==> config.mk <==
export PLATFORM = sky130hd
export DESIGN_NAME = wide_deblocking_edge_filter_top
export DESIGN_NICKNAME = d
export VERILOG_FILES = /design/src/sv/wdef_pkg.sv /design/src/sv/wdef_decide.sv /design/src/sv/wdef_filter.sv /design/src/sv/wide_deblocking_edge_filter_top.sv
export SDC_FILE = /design/constraint.sdc
export NUM_CORES = 2
export LEC_CHECK = 0
export ABC_AREA = 1
export BUFFER_PORTS_ARGS = -buffer_cell sky130_fd_sc_hd__clkbuf_2
export CORE_ASPECT_RATIO = 1.5
export CORE_UTILIZATION = 50
export DETAILED_ROUTE_END_ITERATION = 8
export HOLD_SLACK_MARGIN = 0.05
export PLACE_DENSITY = 0.74
export REMOVE_ABC_BUFFERS = 1
export SLEW_MARGIN = 20
export SYNTH_ARGS = -nofsm -noshare
export SYNTH_HDL_FRONTEND = slang
export SYNTH_HIERARCHICAL = 1
export SYNTH_SLANG_ARGS = --single-unit
==> constraint.sdc <==
create_clock -name clk_i -period 18.9 [get_ports clk_i]
set_clock_uncertainty 0.05 [all_clocks]
set_input_delay 3.78 -clock clk_i [delete_from_list [all_inputs] [get_ports clk_i]]
set_output_delay 3.78 -clock clk_i [all_outputs]
set_load 0.005 [all_outputs]
==> src/sv/wdef_pkg.sv <==
// Shared types, codes and helper functions of the wide deblocking edge filter.
`default_nettype none
package wdef_pkg;

  // One line across the edge: element 0 is p7, 7 is p0, 8 is q0, 15 is q7.
  typedef logic [15:0][7:0] line_t;

  // Per-line filter decisions.
  typedef struct packed {
    logic mask;
    logic hev;
    logic flat;
    logic flat2;
  } decision_t;

  typedef struct packed {
    logic [7:0] limit;
    logic [7:0] blimit;
    logic [7:0] hev_threshold;
  } cfg_t;

  localparam int unsigned CFG_IDX_W = 2;
  localparam logic [CFG_IDX_W-1:0] CFG_LIMIT  = 2'd0;
  localparam logic [CFG_IDX_W-1:0] CFG_BLIMIT = 2'd1;
  localparam logic [CFG_IDX_W-1:0] CFG_HEV    = 2'd2;

  localparam logic [1:0] PATH_OFF     = 2'd0;
  localparam logic [1:0] PATH_FOUR    = 2'd1;
  localparam logic [1:0] PATH_SEVEN   = 2'd2;
  localparam logic [1:0] PATH_FIFTEEN = 2'd3;

  function automatic logic [7:0] absdiff(input logic [7:0] a, input logic [7:0] b);
    return (a > b) ? (a - b) : (b - a);
  endfunction

  // Saturate a 10-bit signed value to the signed 8-bit range.
  function automatic logic signed [7:0] sat8(input logic signed [9:0] v);
    logic signed [7:0] r;
    if (v < -10'sd128) begin
      r = -8'sd128;
    end else if (v > 10'sd127) begin
      r = 8'sd127;
    end else begin
      r = v[7:0];
    end
    return r;
  endfunction

  function automatic logic signed [9:0] sx10(input logic signed [7:0] v);
    return {{2{v[7]}}, v};
  endfunction

endpackage
`default_nettype wire

==> src/sv/wdef_decide.sv <==
// Edge mask, high edge variance and flatness decisions for one line.
`default_nettype none
module wdef_decide
  import wdef_pkg::*;
(
  input  line_t     x_i,
  input  cfg_t      cfg_i,
  output decision_t dec_o
);

  logic [7:0] inner;
  logic [7:0] mx;
  logic [7:0] outer_diff;
  logic [9:0] edge_sum;
  logic       flat_near;
  logic       flat_far;

  always_comb begin
    inner = absdiff(x_i[6], x_i[7]);
    if (absdiff(x_i[9], x_i[8]) > inner) begin
      inner = absdiff(x_i[9], x_i[8]);
    end
    mx = inner;
    if (absdiff(x_i[4], x_i[5]) > mx) mx = absdiff(x_i[4], x_i[5]);
    if (absdiff(x_i[5], x_i[6]) > mx) mx = absdiff(x_i[5], x_i[6]);
    if (absdiff(x_i[10], x_i[9]) > mx) mx = absdiff(x_i[10], x_i[9]);
    if (absdiff(x_i[11], x_i[10]) > mx) mx = absdiff(x_i[11], x_i[10]);

    // The edge step is kept at full width, with no saturation.
    outer_diff = absdiff(x_i[6], x_i[9]);
    edge_sum = {1'b0, absdiff(x_i[7], x_i[8]), 1'b0}
             + {3'b000, outer_diff[7:1]};

    flat_near = 1'b1;
    for (int i = 4; i <= 6; i++) begin
      if (absdiff(x_i[i], x_i[7]) > 8'd1) flat_near = 1'b0;
    end
    for (int i = 9; i <= 11; i++) begin
      if (absdiff(x_i[i], x_i[8]) > 8'd1) flat_near = 1'b0;
    end

    flat_far = 1'b1;
    for (int i = 0; i <= 3; i++) begin
      if (absdiff(x_i[i], x_i[7]) > 8'd1) flat_far = 1'b0;
    end
    for (int i = 12; i <= 15; i++) begin
      if (absdiff(x_i[i], x_i[8]) > 8'd1) flat_far = 1'b0;
    end

    dec_o.hev   = inner > cfg_i.hev_threshold;
    dec_o.mask  = (mx <= cfg_i.limit) && (edge_sum <= {2'b00, cfg_i.blimit});
    dec_o.flat  = dec_o.mask && flat_near;
    dec_o.flat2 = dec_o.flat && flat_far;
  end

endmodule
`default_nettype wire

==> src/sv/wdef_filter.sv <==
// Fifteen-tap, seven-tap and four-tap filters with the path selection.
`default_nettype none
module wdef_filter
  import wdef_pkg::*;
(
  input  line_t      x_i,
  input  decision_t  dec_i,
  output line_t      y_o,
  output logic [1:0] path_o
);

  line_t y15;
  line_t y7;
  line_t y4;

  // Rounded averages; window indices are clamped to the ends of the window
  // and the center pixel counts twice.
  always_comb begin
    logic [11:0] s15;
    logic [10:0] s7;
    int          j;
    y15 = x_i;
    for (int c = 1; c <= 14; c++) begin
      s15 = {4'd0, x_i[c]} + 12'd8;
      for (int k = -7; k <= 7; k++) begin
        j = c + k;
        if (j < 0) j = 0;
        if (j > 15) j = 15;
        s15 = s15 + {4'd0, x_i[j]};
      end
      y15[c] = s15[11:4];
    end
    y7 = x_i;
    for (int c = 5; c <= 10; c++) begin
      s7 = {3'd0, x_i[c]} + 11'd4;
      for (int k = -3; k <= 3; k++) begin
        j = c + k;
        if (j < 4) j = 4;
        if (j > 11) j = 11;
        s7 = s7 + {3'd0, x_i[j]};
      end
      y7[c] = s7[10:3];
    end
  end

  // Signed four-tap filter on pixels offset by 128.
  always_comb begin
    logic signed [7:0] ps1, ps0, qs0, qs1;
    logic signed [7:0] f, t, f1, f2, fo;
    logic signed [9:0] f1p;
    ps1 = {~x_i[6][7], x_i[6][6:0]};
    ps0 = {~x_i[7][7], x_i[7][6:0]};
    qs0 = {~x_i[8][7], x_i[8][6:0]};
    qs1 = {~x_i[9][7], x_i[9][6:0]};
    f   = dec_i.hev ? sat8(sx10(ps1) - sx10(qs1)) : 8'sd0;
    t   = sat8(sx10(qs0) - sx10(ps0));
    f   = sat8(sx10(f) + sx10(t));
    f   = sat8(sx10(f) + sx10(t));
    f   = sat8(sx10(f) + sx10(t));
    f1  = sat8(sx10(f) + 10'sd4) >>> 3;
    f2  = sat8(sx10(f) + 10'sd3) >>> 3;
    f1p = (sx10(f1) + 10'sd1) >>> 1;
    fo  = dec_i.hev ? 8'sd0 : f1p[7:0];
    y4    = x_i;
    y4[8] = sat8(sx10(qs0) - sx10(f1)) ^ 8'h80;
    y4[7] = sat8(sx10(ps0) + sx10(f2)) ^ 8'h80;
    y4[9] = sat8(sx10(qs1) - sx10(fo)) ^ 8'h80;
    y4[6] = sat8(sx10(ps1) + sx10(fo)) ^ 8'h80;
  end

  always_comb begin
    if (dec_i.flat2) begin
      y_o    = y15;
      path_o = PATH_FIFTEEN;
    end else if (dec_i.flat) begin
      y_o    = y7;
      path_o = PATH_SEVEN;
    end else if (dec_i.mask) begin
      y_o    = y4;
      path_o = PATH_FOUR;
    end else begin
      y_o    = x_i;
      path_o = PATH_OFF;
    end
  end

endmodule
`default_nettype wire

==> src/sv/wide_deblocking_edge_filter_top.sv <==
// Top level of the wide deblocking edge filter: registers, handshakes and datapath.
`default_nettype none
// One pixel line across a block edge enters per transaction and one filtered
// line leaves per transaction. The block takes a new line every clock cycle
// unless out_ready_i holds back a pending result; each line passes through
// the input register and then the result register, with the mask decision
// and all three filters computed in a single combinational pass between
// them. Configuration writes (limit, blimit, hev_threshold) are accepted in
// every cycle and should only be made while no line is in flight. Writes to
// an index beyond the three registers are ignored.
module wide_deblocking_edge_filter_top
  import wdef_pkg::*;
(
  input  wire logic                 clk_i,
  input  wire logic                 rst_ni,
  input  wire logic                 cfg_valid_i,
  output      logic                 cfg_ready_o,
  input  wire logic [CFG_IDX_W-1:0] cfg_index_i,
  input  wire logic [7:0]           cfg_data_i,
  input  wire logic                 in_valid_i,
  output      logic                 in_ready_o,
  input  wire logic [63:0]          p_pixels_i,
  input  wire logic [63:0]          q_pixels_i,
  output      logic                 out_valid_o,
  input  wire logic                 out_ready_i,
  output      logic [55:0]          p_filtered_o,
  output      logic [55:0]          q_filtered_o,
  output      logic [1:0]           filter_path_o
);

  cfg_t       cfg_q;
  logic       in_valid_q;
  line_t      line_q;
  line_t      line_d;
  logic       out_valid_q;
  logic [55:0] p_out_q, q_out_q;
  logic [1:0] path_q;

  decision_t  dec;
  line_t      y;
  logic [1:0] path;
  logic [55:0] p_out_d, q_out_d;
  logic       out_load;

  assign cfg_ready_o = 1'b1;

  always_ff @(posedge clk_i or negedge rst_ni) begin
    if (!rst_ni) begin
      cfg_q <= '0;
    end else if (cfg_valid_i) begin
      case (cfg_index_i)
        CFG_LIMIT:  cfg_q.limit         <= cfg_data_i;
        CFG_BLIMIT: cfg_q.blimit        <= cfg_data_i;
        CFG_HEV:    cfg_q.hev_threshold <= cfg_data_i;
        default: ;
      endcase
    end
  end

  // The result register frees when its transaction completes, so the input
  // stage can move on in the same cycle.
  assign out_load   = !out_valid_q || out_ready_i;
  assign in_ready_o = !in_valid_q || out_load;

  always_comb begin
    for (int i = 0; i < 8; i++) begin
      line_d[7 - i] = p_pixels_i[8*i +: 8];
      line_d[8 + i] = q_pixels_i[8*i +: 8];
    end
  end

  always_ff @(posedge clk_i or negedge rst_ni) begin
    if (!rst_ni) begin
      in_valid_q <= 1'b0;
    end else if (in_ready_o) begin
      in_valid_q <= in_valid_i;
    end
  end

  always_ff @(posedge clk_i) begin
    if (in_ready_o && in_valid_i) begin
      line_q <= line_d;
    end
  end

  wdef_decide u_decide (
    .x_i   (line_q),
    .cfg_i (cfg_q),
    .dec_o (dec)
  );

  wdef_filter u_filter (
    .x_i    (line_q),
    .dec_i  (dec),
    .y_o    (y),
    .path_o (path)
  );

  always_comb begin
    for (int i = 0; i < 7; i++) begin
      p_out_d[8*i +: 8] = y[7 - i];
      q_out_d[8*i +: 8] = y[8 + i];
    end
  end

  always_ff @(posedge clk_i or negedge rst_ni) begin
    if (!rst_ni) begin
      out_valid_q <= 1'b0;
    end else if (out_load) begin
      out_valid_q <= in_valid_q;
    end
  end

  always_ff @(posedge clk_i) begin
    if (out_load && in_valid_q) begin
      p_out_q <= p_out_d;
      q_out_q <= q_out_d;
      path_q  <= path;
    end
  end

  assign out_valid_o   = out_valid_q;
  assign p_filtered_o  = p_out_q;
  assign q_filtered_o  = q_out_q;
  assign filter_path_o = path_q;

endmodule
`default_nettype wire
---- Yosys cells after proc, flatten, opt, wreduce, memory -nomap -nowiden ----
Index checks and enable logic that the tools add are counted.
word-level totals
  flip-flop bits (word level) ............. 268
  bits of input ports ..................... 143
  output and inout port bits .............. 117
  word-level logic and storage cells ...... 506
operators by class
  add/sub/neg operators ................... 325
  order comparisons ....................... 64
  eq/ne operators ......................... 2
  multiplexer cells ....................... 68
  bitwise logic cells ..................... 8
  reduce and logical (&&, ||, !) cells .... 14
operators with widths
  cell                                                            count
  adder 12 x 8 -> 12 bit                                          210
  2-to-1 mux 8 bit                                                49
  adder 11 x 8 -> 11 bit                                          33
  subtractor 8 bit                                                40
  greater-than comparator 8 bit                                   26
  adder 8 x 4 -> 9 bit, second input constant                     15
  2-to-1 mux 120 bit                                              1
  greater-than comparator 8 x 1 -> 1 bit, second input constant   14
  2-to-1 mux 88 bit                                               1
  2-to-1 mux 80 bit                                               1
  greater-than comparator 9 x 8 -> 1 bit, second input constant   8
  less-than comparator 9 x 8 -> 1 bit, second input constant      8
  adder 8 x 3 -> 9 bit, second input constant                     7
  adder 9 x 8 -> 10 bit                                           5
  adder 10 x 8 -> 11 bit                                          4
  adder 8 x 8 -> 9 bit                                            4
  greater-than comparator 10 x 8 -> 1 bit, second input constant  3
  less-than comparator 10 x 8 -> 1 bit, second input constant     3
  subtractor 8 x 8 -> 9 bit                                       3
  2-to-1 mux 1 bit                                                16
  adder 9 x 7 -> 10 bit                                           1
  <= comparator 10 x 8 -> 1 bit                                   1
  adder 8 x 5 -> 9 bit                                            1
  subtractor 8 x 5 -> 9 bit                                       1
  other kinds (11)                                                26

---- Logic depth before layout (Yosys ltp) ----
  word-level depth ........................ 32
  depth in mapped cells ................... 105
  mapped depth without buffers ............ 103

---- Modules after synthesis ----
Netlist, hierarchy kept.
by module, submodules not included
  module                           instances  cells each  area each (um2)  sequential area each (um2)
  wdef_filter                      1          4,621       42,836.1         0.0
  wdef_decide                      1          2,117       14,101.0         0.0
  wide_deblocking_edge_filter_top  1          362         8,411.8          7,917.6

---- Worst setup path before layout ----
Ideal clock, no wire load.
  path kind ............................... register -> register
  from .................................... register line_q[65] (netlist bit)
  to ...................................... register p_out_q[14] (netlist: p_filtered_o[14]) (data pin)
  library setup time ...................... 0.169 ns
  arrival time ............................ 14.396 ns
  required time ........................... 18.681 ns
  setup slack ............................. 4.285 ns
  cell stages (with the launch flop) ...... 84
  buffers on the path ..................... 2
  period minus slack after synthesis ...... 14.615 ns
  cell sequence ........................... edfxtp_1 inv_1 fa_1 nand2_1 nand2_1 nand3_1 nand2_2 nand2_2 clkbuf_1 o211ai_1 o21ai_0 o221ai_1 a221oi_1 o211ai_1 xor2_1 ha_1 nand2_1 nor2_1 (+48 left out) inv_1 ha_1 inv_1 nor2_1 ha_1 inv_1 fa_1 o21ai_0 a21oi_1 o21ai_0 nand2_1 a22oi_1 nor2_1 nor2_1 a22oi_1 o22ai_1 nand2_1 o31ai_1
RTL lines
  element                 RTL line                                text
  start, declared         wide_deblocking_edge_filter_top.sv:33   line_t line_q;
  start signal, assigned  wide_deblocking_edge_filter_top.sv:82   line_q <= line_d;
  end signal, assigned    wide_deblocking_edge_filter_top.sv:116  p_out_q <= p_out_d;
  end, declared           wide_deblocking_edge_filter_top.sv:36   logic [55:0] p_out_q, q_out_q;

==> results.md <==
Status:
- The flow ran to the end, and the final reports show no timing, DRC or antenna violations.

Setup path:
- Along the worst path, the maximum fanout reaches 14.
- The most numerous cell type found on the critical path is sky130_fd_sc_hd__nand2_1.
- The data arrival time of the worst path is 17.07 ns.
- The critical path in this run is classified as reg -> reg.
- At the worst endpoint, the required time is 19.27 ns.
- STA classifies the critical path endpoint as a flip-flop.
- In this design, the stage delay of the slowest critical-path cell is 0.83 ns.
- The worst setup path is launched from a flip-flop.
- The slowest stage of the critical path belongs to the cell sky130_fd_sc_hd__a31oi_1.

STA:
- The slew at the pin closest to its max-slew limit is 1.286 ns.
- Based on the critical path, the design can be clocked at up to 59.88 MHz.
- Setup repair after global routing left no endpoint under its margin.
- For the finished layout, the period the worst path requires is 16.70 ns.
- The count of endpoints failing hold in the final timing report is 0.
- In this run the tightest slew margin relative to its limit is 0.1337.
- The number of setup violations in the final report is 0.
- The final number of max-transition violations is 0.
- In the finished design, the share of the clock period the worst path needs comes to 0.8835.
- The aggregate negative setup slack is 0 ns.

Clocking:
- Once the clock tree was built, the setup fixing pass inserted 0 buffers.
- CTS placed an instance of sky130_fd_sc_hd__clkbuf_16 at the clock tree root.
- The clock reaches the later pin of the worst-skew pair after 0.67 ns.
- Once the clock tree was built, the resizer swapped 0 gates to a different size.
- Clock-pin slew was measured on the worst setup and hold paths at around 0.070 ns.
- After clock tree synthesis, the flow added hold-fix buffers numbering 0.
- The CTS tree is yes.
- In this run, CTS created clock tree buffers numbering 34.
- The CTS H-tree depth is 2.
- CTS saw 268 sinks.
- The clock passes through at most 3 buffers.

Global routing:
- The total overflow left after global routing is 0.
- The initial antenna violation count is 13.
- The largest net degree at the start of global routing is 115.
- Across every metal layer, demand over resource in global routing totals 0.3971.
- The via count of the first global-routing pass came to 54869.
- The wire length of the first global-routing pass is 372700 µm.

Layout:
- The relative area change from synthesis to final layout is 8.425%.
- After filler insertion, the fill cell instance count of the layout stands at 11886.
- At the end of the flow, the number of nets in the layout was 9632.
- Of the cells placed in the final design, the portion with a size suffix greater than 1 is 0.08041.

Floorplanning:
- For this design the top-level I/O count stands at 260.
- The chip width is 296.9 µm.
- The floorplan step defined a core boundary enclosing 129700 µm².
- The die covers 131900 µm².
- The starting density of the core is 0.5028.
- The y dimension of the die is 444.4 µm.
- The number of rows in the core area is between 150 and 200.

Logic synthesis:
- A synthesized cell averages 9.208 µm².
- During synthesis, Yosys emitted a total of 6 warnings.
- The synthesized netlist cell count is 7084.
- The synthesized area is 65230 µm².

Place:
- Summed over all nets, the half-perimeter wirelength after detailed placement is around 210000 µm.
- The final weighted congestion in routability-driven placement is 1.045.
- The number of buffers added on ports is 258.

Drt:
- The count of unresolved DRC violations after routing is 0.
- The via count is 52408.
- The detail-routed net length per standard cell is 28.06 µm.
- The number of optimization iterations in the first detailed-route pass is 6.
- The wire length after detailed routing is ~260000 µm.
- After the first detailed-routing iteration, the DRC count stood at ~4700.
- The post-detailed-route via-to-cell ratio is 5.692.
- The detail route stage leaves a number of antenna-violating nets equal to 0.

Run:
- The max-cap violation count is 0.

Hold path:
- The path type of the worst min-delay path is reg -> reg.
per-stage QoR:
step	area (µm²)	setup WS, ns	utilization	std cells	hold WS, ns
2_1_floorplan	64910	1.504	-	7009	0.3919
3_3_place_gp	69520	2.870	0.5359	9136	0.4069
3_5_place_dp	69520	2.577	0.5359	9136	0.4083
4_1_cts	70700	2.497	0.5450	9196	0.4340
5_1_grt	70700	1.076	0.5450	9199	0.4501
6_report	70720	2.201	0.5452	9207	0.4316
critical path, delay by kind of cell (launching register included):
family                   cells  cell delay [ns]
XOR/XNOR                     1             0.27
buffers and inverters        8             1.56
adder cells (fa/ha/maj)      9             2.90
AND/OR/NAND/NOR             39             4.37
flip-flops                   1             0.45
AO/OA/AOI/OAI               25             6.83
state kept, by name, summed over array words and instances (netlist names):
signal / flops
cfg_q: 24
line_q: 128
out_valid_o: 1
q_filtered_o: 56
p_filtered_o: 56
filter_path_o: 2
in_valid_q: 1
routing by layer:
| layer | track usage | share of wire |
|---|---|---|
| met1 | 0.4702 | 0.37 |
| met2 | 0.6256 | 0.45 |
| met3 | 0.08024 | 0.081 |
| met4 | 0.3265 | 0.10 |
| met5 | 0 | 0.00012 |
cell usage in the layout (no fill, tap or decap), drive strengths merged, types with 26 or more instances in the layout:
cell and count:
dfrtp 26, or2 26, nand2 895, nand4 56, buf 147, nor3 58
nor2 241, clkbuf 295, ha 837, mux2i 32, xnor2 105, fa 1202
xor2 178, o221ai 40, a21oi 404, o21ai 337, nand3 187, inv 1853
a21o 30, edfxtp 242, o21bai 31
area by class of cell:
cell class              count  area [µm²]  share of cell area
flip-flops and latches    268        7918              0.1120
clock buffers              37       883.3             0.01249
diodes                     11       27.53           0.0003892
inverters                1849        6953             0.09831
multi-input cells        4892       50070              0.7079
repair buffers            405        2432             0.03439
clock inverters            23       289.0            0.004087
well taps                1722        2155             0.03046
final timing paths:
| check | from | end | slack [ns] | depth (start not counted) |
|---|---|---|---|---|
| min in group asynchronous | rst_ni | cfg_q[8]$_DFFE_PN0P_ | 3.10 | 1 |
| max | line_q[57]$_DFFE_PP_ | p_filtered_o[9]$_DFFE_PP_ | 2.20 | 82 |
| max in group asynchronous | rst_ni | cfg_q[11]$_DFFE_PN0P_ | 15.28 | 1 |
| min | cfg_q[4]$_DFFE_PN0P_ | cfg_q[4]$_DFFE_PN0P_ | 0.43 | 2 |
| min reg2reg | cfg_q[4]$_DFFE_PN0P_ | cfg_q[4]$_DFFE_PN0P_ | 0.43 | 2 |
| max reg2reg | line_q[57]$_DFFE_PP_ | p_filtered_o[9]$_DFFE_PP_ | 2.20 | 82 |
Power is left out: the tool's default activity adds up to more than one toggle a clock period on the data nets, which glitch-free logic cannot reach.
